File: src/rtl/swmm_pkg.sv
package swmm_pkg;

    localparam int SAMPLE_W    = 24;
    localparam int FILL_W      = 10;
    localparam int WINDOW_DEF  = 512;
    localparam int QUEUE_DEPTH = 2;

    typedef struct packed {
        logic                vld;
        logic [SAMPLE_W-1:0] sample;
    } t_q_item;

endpackage

File: src/rtl/swmm_front.sv
module swmm_front (
    input  logic                                i_clk,
    input  logic                                i_rst_n,
    input  logic                                i_valid,
    output logic                                o_stall,
    input  logic [swmm_pkg::SAMPLE_W-1:0]       i_frame_time_us,
    output swmm_pkg::t_q_item                   o_q,
    input  logic                                i_q_take
);

    localparam int DEPTH = swmm_pkg::QUEUE_DEPTH;
    localparam int PTR_W = (DEPTH > 1) ? $clog2(DEPTH) : 1;
    localparam int LVL_W = $clog2(DEPTH + 1);

    logic [swmm_pkg::SAMPLE_W-1:0] r_buf [DEPTH];
    logic [PTR_W-1:0]              r_wr_ptr;
    logic [PTR_W-1:0]              r_rd_ptr;
    logic [LVL_W-1:0]              r_level;
    logic                          w_push;
    logic                          w_pop;

    assign o_stall  = (r_level == LVL_W'(DEPTH));
    assign w_push   = i_valid && !o_stall;
    assign w_pop    = o_q.vld && i_q_take;
    assign o_q.vld    = (r_level != '0);
    assign o_q.sample = r_buf[r_rd_ptr];

    always_ff @(posedge i_clk) begin
        if (w_push) begin
            r_buf[r_wr_ptr] <= i_frame_time_us;
        end
    end

    always_ff @(posedge i_clk) begin
        if (!i_rst_n) begin
            r_wr_ptr <= '0;
            r_rd_ptr <= '0;
            r_level  <= '0;
        end else begin
            if (w_push) begin
                r_wr_ptr <= (r_wr_ptr == PTR_W'(DEPTH - 1)) ? '0 : r_wr_ptr + PTR_W'(1);
            end
            if (w_pop) begin
                r_rd_ptr <= (r_rd_ptr == PTR_W'(DEPTH - 1)) ? '0 : r_rd_ptr + PTR_W'(1);
            end
            if (w_push && !w_pop) begin
                r_level <= r_level + LVL_W'(1);
            end else if (w_pop && !w_push) begin
                r_level <= r_level - LVL_W'(1);
            end
        end
    end

endmodule

File: config.mk
export PLATFORM = sky130hd
export DESIGN_NAME = swmm_front
export DESIGN_NICKNAME = d
export VERILOG_FILES = /design/src/rtl/swmm_pkg.sv /design/src/rtl/swmm_front.sv
export SDC_FILE = /design/constraint.sdc
export NUM_CORES = 1
export LEC_CHECK = 0
export BUFFER_PORTS_ARGS = -buffer_cell sky130_fd_sc_hd__buf_2
export CORE_UTILIZATION = 53
export CTS_BUF_LIST = sky130_fd_sc_hd__clkbuf_4 sky130_fd_sc_hd__clkbuf_8
export CTS_CLUSTER_DIAMETER = 150
export DETAILED_ROUTE_END_ITERATION = 12
export PLACE_DENSITY = 0.88
export SLEW_MARGIN = 10
export SYNTH_ARGS = -nofsm -noshare
export SYNTH_HDL_FRONTEND = slang
export SYNTH_SLANG_ARGS = --single-unit
File: constraint.sdc
create_clock -name i_clk -period 2.7 [get_ports i_clk]
set_input_delay 0.405 -clock i_clk [delete_from_list [all_inputs] [get_ports i_clk]]
set_output_delay 0.405 -clock i_clk [all_outputs]
set_load 0.02 [all_outputs]
=== Word-level counts from Yosys, hierarchy flattened ===
Memories as Yosys holds them, arrays and structs flattened. A register that Yosys moved wholly into a read port is not among the register bits.
Index checks and enable logic that the tools add are counted.

* Add/subtract/negate cells: 4
* Eq/ne operators: 1
* Multiplexer cells: 8
* Reductions and logical operators: 9

{| class="wikitable"
|+ Operator list
! cell !! number
|-
| 2-to-1 mux 1 bit || 6
|-
| logical AND 1 bit || 4
|-
| 2-to-1 mux 2 bit || 2
|-
| nonzero test 2 bit || 2
|-
| logical NOT 1 bit || 3
|-
| adder 1 bit (second input constant) || 2
|-
| adder 2 x 1 -> 2 bit (second input constant) || 1
|-
| == test 2 bit (second input constant) || 1
|-
| subtractor 2 x 1 -> 2 bit (second input constant) || 1
|}

* Register bits: 4
* RAM bits: 48
* Input port bits: 28
* Output and inout port bits: 26
* Memories kept: 1

{| class="wikitable"
|+ Memory list
! name !! words !! width !! read ports !! clocked after Yosys merged registers in !! wr ports !! RTL line !! text
|-
| r_buf || 2 || 24 || 1 || 1 || 1 || swmm_front.sv:15 || <nowiki>logic [swmm_pkg::SAMPLE_W-1:0] r_buf [DEPTH];</nowiki>
|}

=== Longest topological paths before layout ===
Gate-level depths: netlist of run 1.

* Depth in word-level cells: 7
* Mapped depth: 7
* Mapped depth without buffers: 7

=== Worst setup path after synthesis of run 1 ===
No wires, ideal clock.

* Kind: reg2reg
* Start: register r_level[0]
* End: memory r_buf[0][0] (netlist bit) (enable)
* Data arrival time: 1611 ps
* Data required time: 2297 ps
* Setup slack: 687 ps
* Stages on the path, launching flop included: 4
* Path through: dfxtp_1 nand2b_1 inv_2 nor3_2

* Word-level cells in the longest chain between the ends: 5

{| class="wikitable"
|+ Ends and longest elaborated chain
! element !! RTL line !! text
|-
| start, declared || swmm_front.sv:18 || <nowiki>logic [LVL_W-1:0] r_level;</nowiki>
|-
| start signal, assigned || swmm_front.sv:47 || <nowiki>r_level <= r_level + LVL_W'(1);</nowiki>
|-
| start signal, assigned || swmm_front.sv:49 || <nowiki>r_level <= r_level - LVL_W'(1);</nowiki>
|-
| == test 2 bit || swmm_front.sv:22 || <nowiki>assign o_stall = (r_level == LVL_W'(DEPTH));</nowiki>
|-
| named net o_stall || swmm_front.sv:5 || <nowiki>output logic o_stall,</nowiki>
|-
| logical NOT 1 bit || swmm_front.sv:23 || <nowiki>assign w_push = i_valid && !o_stall;</nowiki>
|-
| logical AND 1 bit || swmm_front.sv:23 ||
|-
| 2-to-1 mux 1 bit || swmm_front.sv:29 || <nowiki>if (w_push) begin</nowiki>
|-
| 2-to-1 mux 1 bit (not written as such) || swmm_front.sv:30 || <nowiki>r_buf[r_wr_ptr] <= i_frame_time_us;</nowiki>
|-
| end, declared || swmm_front.sv:15 ||
|}

The timed path passes the listed nets, and every way through them passes these cells.

==> results of run 1 <==
[cells by family after synthesis]
family	after synthesis	synth area share [%]
simple gates	9	2.93
xor+xnor	3	1.34
fa+ha+maj	1	0.636
buf+inv	5	1.40
flops	53	78.3
mux	24	13.7
compound gates	5	1.65
[final cells by class]
type	count	area [um^2]
Clock buffer	7	83.8
Clock inverter	1	7.51
Fill cell	246	1050
Inverter	2	7.51
Multi-Input combinational cell	42	405
Sequential cell	53	1540
Tap cell	46	57.6
Timing Repair Buffer	56	288
[path summary, 6_finish.rpt]
path              slack [ns]           end  cells after the start                 from
setup / recovery        0.52       o_q[18]                      3            flip-flop
hold / removal          0.29  r_buf[1][20]                      1  i_frame_time_us[20]
setup reg to reg        1.09    r_level[1]                      6           r_level[0]
hold reg to reg         0.53    r_level[1]                      2           r_level[1]
[synthesized netlist by cell type, types with 2 or more instances]
master,instances
mux2_2,24
edfxtp_1,48
dfxtp_1,5
and2_1,3
xnor2_1,2
buf_4,2
[power by group through the flow]
stage	Clock (uW)	Sequential, uW	Combinational [uW]
6_report	434	1100	692
5_1_grt	472	1110	740
4_1_cts	447	1100	700
3_5_place_dp	0	1120	696
3_3_place_gp	0	1110	676
2_1_floorplan	0	1080	519
[through the flow]
stage          cells  utilization, %  instance area [um^2]
2_1_floorplan    100               -                  1970
3_3_place_gp     199            66.8                  2300
3_5_place_dp     199            66.8                  2300
4_1_cts          207            69.5                  2390
5_1_grt          207            69.5                  2390
6_report         207            69.5                  2390
[routing by layer]
metal  vias up  wire, um  GRT usage (%)
li1        497         -              -
met1       497      1190           17.2
met2        34      1590           29.6
met3         6       158           5.11
met4         0        50           7.85
met5         -         0              0
[sequential cells by signal (all words and copies together), names as in the netlist, named ones only]
name,flops
r_buf,48
r_level,2
r_rd_ptr,1
r_wr_ptr,1
[critical path, stage by stage, from the launching register on]
cell and delay, ns:
dfxtp_1 0.64, buf_4 0.31, mux2_2 0.37, buf_2 0.16
==> metrics.md, run 1 <==
| Metric | Value |
|---|---|
| Outcome | `finished clean` |
| Area share of the largest cell type after synthesis | `73.2%` |
| Row count | `21` |
| Core ar. | `3440 um^2` |
| IO Pins | `54` |
| Worst Path Max Fanout | `13` |
| Final Skew | `0.00688 ns` |
| Initial antenna violation count | `0` |
| # resized after CTS | `0` |
| Critical Path RT | `2.30 ns` |
| Highest Clock Rate | `458 MHz` |
| Comb pwr share | `31.1%` |
| PnR worst setup slack | `0.519 ns` |
| Max clock buf depth | `2` |
| DRC viols | `0` |
| IO Port Bufs | `53` |
| Layout cell share with drive strength beyond 1 | `56.5%` |
| Hold Crit Class | `in -> reg` |
| CTS tree | `yes` |
| CTS sink cnt | `53` |
| EDFF count, synth | `48` |
| Syn nets | `129` |
| Worst slew pin tran | `0.498 ns` |
| Post-synth cell types | `22` |
| Layout Area Growth over Synthesis | `21.5%` |
| Die area | `3960 um^2` |
| CTS Hold Bufs | `0` |
| Post-Synthesis Cells | `100` |
| Nets | `189` |
| Vias in the first global route | `1,086` |
| Via count | `1,034` |
| Pins over their slew limit | `0` |
| Pre-CTS WS | `0.846 ns` |
| Yosys reg bits | `53` |
| Worst setup EP type | `primary output` |
| Die W | `62.9 um` |
| Final Critical Period | `2.18 ns` |
| Endpoints failing setup | `0` |
| CTS Buf Count | `5` |
| Peak VDD IR | `672 uV` |
| Sequential-to-total area share from yosys stat | `78.3%` |
| Startpoint types | `flip-flop` |
| Static leakage | `0.000913 uW` |
| Unrepaired setup endpoints after global routing | `no` |
| Setup TNS | `0 ns` |
| Main flop type after synthesis | `edfxtp_1` |
| Pint | `1540 uW` |
| Largest net degree at the start of global routing | `26` |
| Max Cap Viol | `0` |
| Postcts setup bufs | `0` |
| Clock slew at reported path FFs | `0.09 ns` |
| Pwr/cell area | `930 nW/um^2` |
| First-pass GRT wire length | `4790 um` |
| WP data arrival | `1.78 ns` |
| Fin. Hold Viols | `0` |
| Top cells by area, synth | `edfxtp_1, mux2_2, dfxtp_1` |
| Skew-Pair Late Insertion Delay | `0.30 ns` |
| Final GP Congestion | `0.639` |
| Switch share | `30.9%` |
| Antenna Cells | `0` |
| Tcrit/Tclk final | `80.8%` |
| Worst setup path category | `reg -> out` |
| CTS H-tree depth | `2` |
| Hold_ws | `0.294 ns` |
| Total Wirelength | `2990 um` |
| Cell accounting for the most synthesized area | `edfxtp_1` |
| Avg Cell Area, Syn | `19.7 um^2` |
| Die Y | `62.9 um` |
| Total gr overflow | `0` |
| Drt via density | `5.00` |
| Clk root buf | `clkbuf_8` |
| Dpl hpwl | `2050 um` |
| Commonest non-fill, non-tap cells in the layout | `buf_2, edfxtp_1, mux2_2` |
| Initial core utilization | `57.2%` |
| Most common cell after layout, fill and taps aside | `buf_2` |
| Slew headroom | `66.7%` |
| Seq pwr share | `49.3%` |
| Mapped Area | `1970 um^2` |
| Psw | `686 uW` |
| WL/cell | `14.4 um` |
| Yosys warns | `0` |
| Power consumption | `2220 uW` |
| DR pass1 iterations | `3` |
| DRT antenna net count | `0` |
| Clk pwr share | `19.5%` |
| Asr flop ratio synth | `0%` |
| GRT Util Overall | `16.5%` |
| DR iter-0 viols | `38` |
Note: power is estimated with default switching activity, not from simulation.
==> run 2: changes to the inputs <==
--- a/config.mk
+++ b/config.mk
@@ -6,11 +6,11 @@
 export NUM_CORES = 1
 export LEC_CHECK = 0
 export BUFFER_PORTS_ARGS = -buffer_cell sky130_fd_sc_hd__buf_2
-export CORE_UTILIZATION = 53
+export CORE_UTILIZATION = 48
 export CTS_BUF_LIST = sky130_fd_sc_hd__clkbuf_4 sky130_fd_sc_hd__clkbuf_8
 export CTS_CLUSTER_DIAMETER = 150
 export DETAILED_ROUTE_END_ITERATION = 12
-export PLACE_DENSITY = 0.88
+export PLACE_DENSITY = 0.84
 export SLEW_MARGIN = 10
 export SYNTH_ARGS = -nofsm -noshare
 export SYNTH_HDL_FRONTEND = slang
==> constraint.sdc (replaced) <==
create_clock -name i_clk -period 1.95 [get_ports i_clk]
set_input_delay 0.2925 -clock i_clk [delete_from_list [all_inputs] [get_ports i_clk]]
set_output_delay 0.2925 -clock i_clk [all_outputs]
set_load 0.02 [all_outputs]
==> run 2 against run 1 <==
Critical path depth did not move. Hold slack got worse by 0.11 ns. Sequential power rose by 35%. Register-to-register slack got worse by 0.80 ns. Die area rose by 10%. Non-clock buffer count did not move. Combinational power rose by 44%. Sequential cell count did not move. Global-route usage fell by 0.64 points. Sequential share of layout area fell by 0.068 points. Cell count rose by 0.97%. Worst setup slack got worse by 0.32 ns. Largest cell class unchanged.
==> metrics.md, run 2 (synthesis results as in run 1) <==
| Metric | Value |
|---|---|
| Outcome | `finished clean` |
| HP Start | `i_frame_time_us[3]` |
| Slew headroom | `78.4%` |
| Startpoint types | `flip-flop` |
| Final GP Congestion | `0.683` |
| IO Pins | `54` |
| Setup TNS | `0 ns` |
| Layout Area Growth over Synthesis | `21.6%` |
| Max FFs per register | `48` |
| Unrepaired setup endpoints after global routing | `no` |
| RR Startpoint | `r_level[0]` |
| Final Critical Period | `1.75 ns` |
| Max stage delay on crit path | `0.38 ns` |
| Largest net degree at the start of global routing | `26` |
| WP data arrival | `1.46 ns` |
| Fin util | `63.0%` |
| Nets | `189` |
| DR iter-0 viols | `26` |
| Drt via density | `4.98` |
| Peak VDD IR | `557 uV` |
| Clock slew at reported path FFs | `0.08 ns` |
| Largest register by flop count | `r_buf` |
| Max clock buf depth | `2` |
| Max Cap Viol | `0` |
| Dpl hpwl | `2210 um` |
| First-pass GRT wire length | `4810 um` |
| Layout cell share with drive strength beyond 1 | `56.5%` |
| CP max-delay cell | `mux2_2` |
| Power consumption | `3080 uW` |
| CP Cell Sequence | `buf_4 > mux2_2 > buf_2` |
| Pins over their slew limit | `0` |
| Antenna Cells | `0` |
| Commonest non-fill, non-tap cells in the layout | `buf_2, edfxtp_1, mux2_2` |
| Worst slew pin tran | `0.324 ns` |
| DR pass1 iterations | `4` |
| Fill cells | `266` |
| Fin. Hold Viols | `0` |
| Pwr/cell area | `1290 nW/um^2` |
| Tcrit/Tclk final | `89.7%` |
| DRT antenna net count | `0` |
| Highest Clock Rate | `572 MHz` |
| Static leakage | `0.000918 uW` |
| CTS tree | `yes` |
| Die area | `4360 um^2` |
| Via count | `1,040` |
| Worst Path Max Fanout | `24` |
| GRT Util Overall | `15.8%` |
| Endpoints failing setup | `0` |
| FF-to-FF End | `r_level[1]` |
| Initial antenna violation count | `0` |
| Worst setup EP type | `primary output` |
| Biggest regs | `r_buf (48), r_level (2)` |
| Initial core utilization | `51.8%` |
| Most common cell after layout, fill and taps aside | `buf_2` |
| Skew-Pair Late Insertion Delay | `0.29 ns` |
| CTS Buf Count | `5` |
| Placed Area | `2300 um^2` |
| Hold_ws | `0.183 ns` |
| Fin area | `2390 um^2` |
| CTS H-tree depth | `2` |
| WL/cell | `14.9 um` |
| Total Wirelength | `3120 um` |
| CTS sink cnt | `53` |
| Worst setup path category | `reg -> out` |
| Hold Crit Class | `in -> reg` |
| Vias in the first global route | `1,083` |
| Postcts setup bufs | `0` |
| Die Y | `66.0 um` |
| DRC viols | `0` |
| Hold depth | `1` |
| Core ar. | `3800 um^2` |
| # resized after CTS | `0` |
| Total gr overflow | `0` |
| Critical Path RT | `1.66 ns` |
| Die W | `66.0 um` |
| R2R setup slack | `0.29 ns` |
| Row count | `22` |
| Worst r2r path cells | `6` |
| Final Skew | `0.00468 ns` |
| Clk root buf | `clkbuf_8` |
| Hold Path Sink | `r_buf[1][3]` |
| IO Port Bufs | `53` |
| CTS Hold Bufs | `0` |
-- run 2: stage by stage --
| stage | worst slack, ns | std cells |
|---|---|---|
| 6_report | 0.202 | 209 |
| 3_5_place_dp | 0.321 | 201 |
| 3_3_place_gp | 0.464 | 201 |
| 2_1_floorplan | 0.301 | 100 |
| 5_1_grt | 0.143 | 209 |
| 4_1_cts | 0.184 | 209 |
-- run 2: metal layers --
| metal | global-route usage [%] | part of all wire (%) | up-vias |
|---|---|---|---|
| li1 | - | - | 497 |
| met1 | 15.7 | 36 | 500 |
| met2 | 28.8 | 56 | 33 |
| met3 | 3.10 | 4.8 | 10 |
| met4 | 11.7 | 2.8 | 0 |
| met5 | 0 | 0 | - |
-- run 2: area by class of cell --
class	count	area, um^2	share of cell area, %
clock buffer	8	91.3	3.82
multi-input combinational	42	405	16.9
inverter	2	7.51	0.314
tap	48	60.1	2.51
timing repair buffer	56	288	12.0
sequential	53	1540	64.4
-- run 2: worst max-delay path by stage --
stage | startpoint | end | cells after the start
3_3_place_gp | r_level[0] | r_level[1] | 6
3_5_place_dp | r_level[0] | r_level[1] | 6
2_1_floorplan | r_level[0] | r_buf[0][0] | 3
4_1_cts | flip-flop | o_q[3] | 3
6_report | flip-flop | o_q[3] | 3
5_1_grt | flip-flop | o_q[8] | 3
-- run 2: critical path: cells and delay by family (launching register included) --
| family | cells | cell delay (ns) |
|---|---|---|
| muxes | 1 | 0.38 |
| DFF | 1 | 0.31 |
| buffers and inverters | 2 | 0.45 |
-- run 2: report_power, final --
group          total [uW]  internal [uW]  switching (uW)
registers            1490           1430            58.4
logic                 996            415             582
clock network         598            297             301
total                3080           2140             941
==> run 3: changes to the inputs <==
--- a/config.mk
+++ b/config.mk
@@ -6,11 +6,11 @@
 export NUM_CORES = 1
 export LEC_CHECK = 0
 export BUFFER_PORTS_ARGS = -buffer_cell sky130_fd_sc_hd__buf_2
-export CORE_UTILIZATION = 48
+export CORE_UTILIZATION = 57
 export CTS_BUF_LIST = sky130_fd_sc_hd__clkbuf_4 sky130_fd_sc_hd__clkbuf_8
 export CTS_CLUSTER_DIAMETER = 150
 export DETAILED_ROUTE_END_ITERATION = 12
-export PLACE_DENSITY = 0.84
+export PLACE_DENSITY = 0.93
 export SLEW_MARGIN = 10
 export SYNTH_ARGS = -nofsm -noshare
 export SYNTH_HDL_FRONTEND = slang
==> constraint.sdc (replaced) <==
create_clock -name i_clk -period 2.2 [get_ports i_clk]
set_input_delay 0.33 -clock i_clk [delete_from_list [all_inputs] [get_ports i_clk]]
set_output_delay 0.33 -clock i_clk [all_outputs]
set_load 0.02 [all_outputs]
==> run 3 against run 2 <==
Sequential cell count is the same. Sequential share of layout area grew 0.51 points. Critical path depth is the same. Clock skew grew 0.0027 ns. Wire length shrank 3.7%. Cell count shrank 0.48%. Highest routed layer unchanged.
==> metrics.md, run 3 (synthesis results as in run 1) <==
| Metric | Value |
|---|---|
| Outcome | `finished clean` |
| Total Wirelength | `3000 um` |
| Final GP Congestion | `0.635` |
| Die area | `3690 um^2` |
| Worst slew pin tran | `0.261 ns` |
| Final Critical Period | `1.76 ns` |
| DR pass1 iterations | `4` |
| Postcts setup bufs | `0` |
| Layout Area Growth over Synthesis | `20.7%` |
| CTS Buf Count | `5` |
| Drt via density | `4.98` |
| IO Port Bufs | `53` |
| WP data arrival | `1.43 ns` |
| IO Pins | `54` |
| Hold Crit Class | `in -> reg` |
| Row count | `20` |
| Number of buffers and inverters on the critical path | `2` |
| Peak VDD IR | `664 uV` |
| Commonest non-fill, non-tap cells in the layout | `buf_2, edfxtp_1, mux2_2` |
| Hold_ws | `0.153 ns` |
| GRT Util Overall | `18.7%` |
| CTS Hold Bufs | `0` |
| Final Skew | `0.00738 ns` |
| Max FFs per register | `48` |
| Dpl hpwl | `2200 um` |
| Fin. Hold Viols | `0` |
| Initial antenna violation count | `0` |
| Clk root buf | `clkbuf_4` |
| Largest net degree at the start of global routing | `17` |
| Max stage delay on crit path | `0.36 ns` |
| Seq pwr share | `50.6%` |
| DR iter-0 viols | `17` |
| CP max-delay cell | `mux2_2` |
| Setup TNS | `0 ns` |
| Worst Path Max Fanout | `13` |
| Slew headroom | `82.5%` |
| Comb pwr share | `34.2%` |
| Hold depth | `1` |
| DRC viols | `0` |
| Skew-Pair Late Insertion Delay | `0.35 ns` |
| Layout cell share with drive strength beyond 1 | `57.3%` |
| Unrepaired setup endpoints after global routing | `no` |
| Antenna Cells | `0` |
| CTS H-tree depth | `2` |
| DRT antenna net count | `0` |
| Core ar. | `3150 um^2` |
| Clock slew at reported path FFs | `0.14 ns` |
| Worst setup path category | `reg -> out` |
| CTS tree | `yes` |
| Worst r2r path cells | `6` |
| Die W | `60.8 um` |
| Startpoint types | `flip-flop` |
| CP Cell Sequence | `buf_4 > mux2_2 > buf_2` |
| Die Y | `60.8 um` |
| Initial core utilization | `62.4%` |
| Critical Path RT | `1.87 ns` |
| Pins over their slew limit | `0` |
| WL/cell | `14.4 um` |
| Nets | `192` |
| Most common cell after layout, fill and taps aside | `buf_2` |
| Vias in the first global route | `1,049` |
| Static leakage | `0.000915 uW` |
| CTS sink cnt | `53` |
| Total gr overflow | `0` |
| Tcrit/Tclk final | `80.0%` |
| Via count | `1,036` |
| Pwr/cell area | `1100 nW/um^2` |
| Max clock buf depth | `2` |
| Worst setup EP type | `primary output` |
| Highest Clock Rate | `568 MHz` |
| First-pass GRT wire length | `4650 um` |
| Delay-heaviest family, CP | `buffers and inverters` |
| WP depth | `3` |
| Max Cap Viol | `0` |
| Largest register by flop count | `r_buf` |
| Switch share | `32.1%` |
| Endpoints failing setup | `0` |
| Pint | `1770 uW` |
| Clk pwr share | `15.2%` |
| Biggest regs | `r_buf (48), r_level (2)` |
| # resized after CTS | `0` |
| Psw | `838 uW` |
run 3: metal layers:
layer / vias to the layer above / track usage (%) / share of wire, %
met5: - / 0 / 0
met4: 0 / 6.82 / 1.0
met3: 6 / 6.82 / 6.1
met2: 33 / 33.4 / 54
met1: 489 / 20.3 / 39
li1: 508 / - / -
run 3: final cells by class:
| class | instances | area (um^2) |
|---|---|---|
| clock buffers | 5 | 37.5 |
| clock inverters | 3 | 17.5 |
| fillers | 201 | 778 |
| inverters | 2 | 7.51 |
| multi-input cells | 42 | 405 |
| flip-flops and latches | 53 | 1540 |
| well taps | 44 | 55.1 |
| repair buffers | 59 | 310 |
run 3: per-stage QoR:
step           cells  total power, uW  worst slack (ns)  util [%]  instance area, um^2
2_1_floorplan    100             1970             0.187         -                 1970
3_3_place_gp     200             2210             0.714      73.6                 2320
3_5_place_dp     200             2250             0.587      73.6                 2320
4_1_cts          208             2640             0.414      75.3                 2370
5_1_grt          208             2740             0.374      75.3                 2370
6_report         208             2610             0.441      75.3                 2370
run 3: power by group through the flow:
| stage | Clock (uW) | Combinational [uW] | Sequential [uW] |
|---|---|---|---|
| final | 396 | 894 | 1320 |
| after global routing | 444 | 966 | 1340 |
| after CTS | 414 | 902 | 1320 |
| after detailed placement | 0 | 899 | 1350 |
| after global placement | 0 | 874 | 1330 |
| after floorplan | 0 | 637 | 1330 |
run 3: path summary, 6_finish.rpt:
kind,from,end,slack (ns)
setup / recovery,flip-flop,o_q[3],0.44
hold / removal,i_frame_time_us[1],r_buf[1][1],0.15
setup reg to reg,r_level[0],r_level[1],0.57
hold reg to reg,r_level[1],r_level[1],0.53
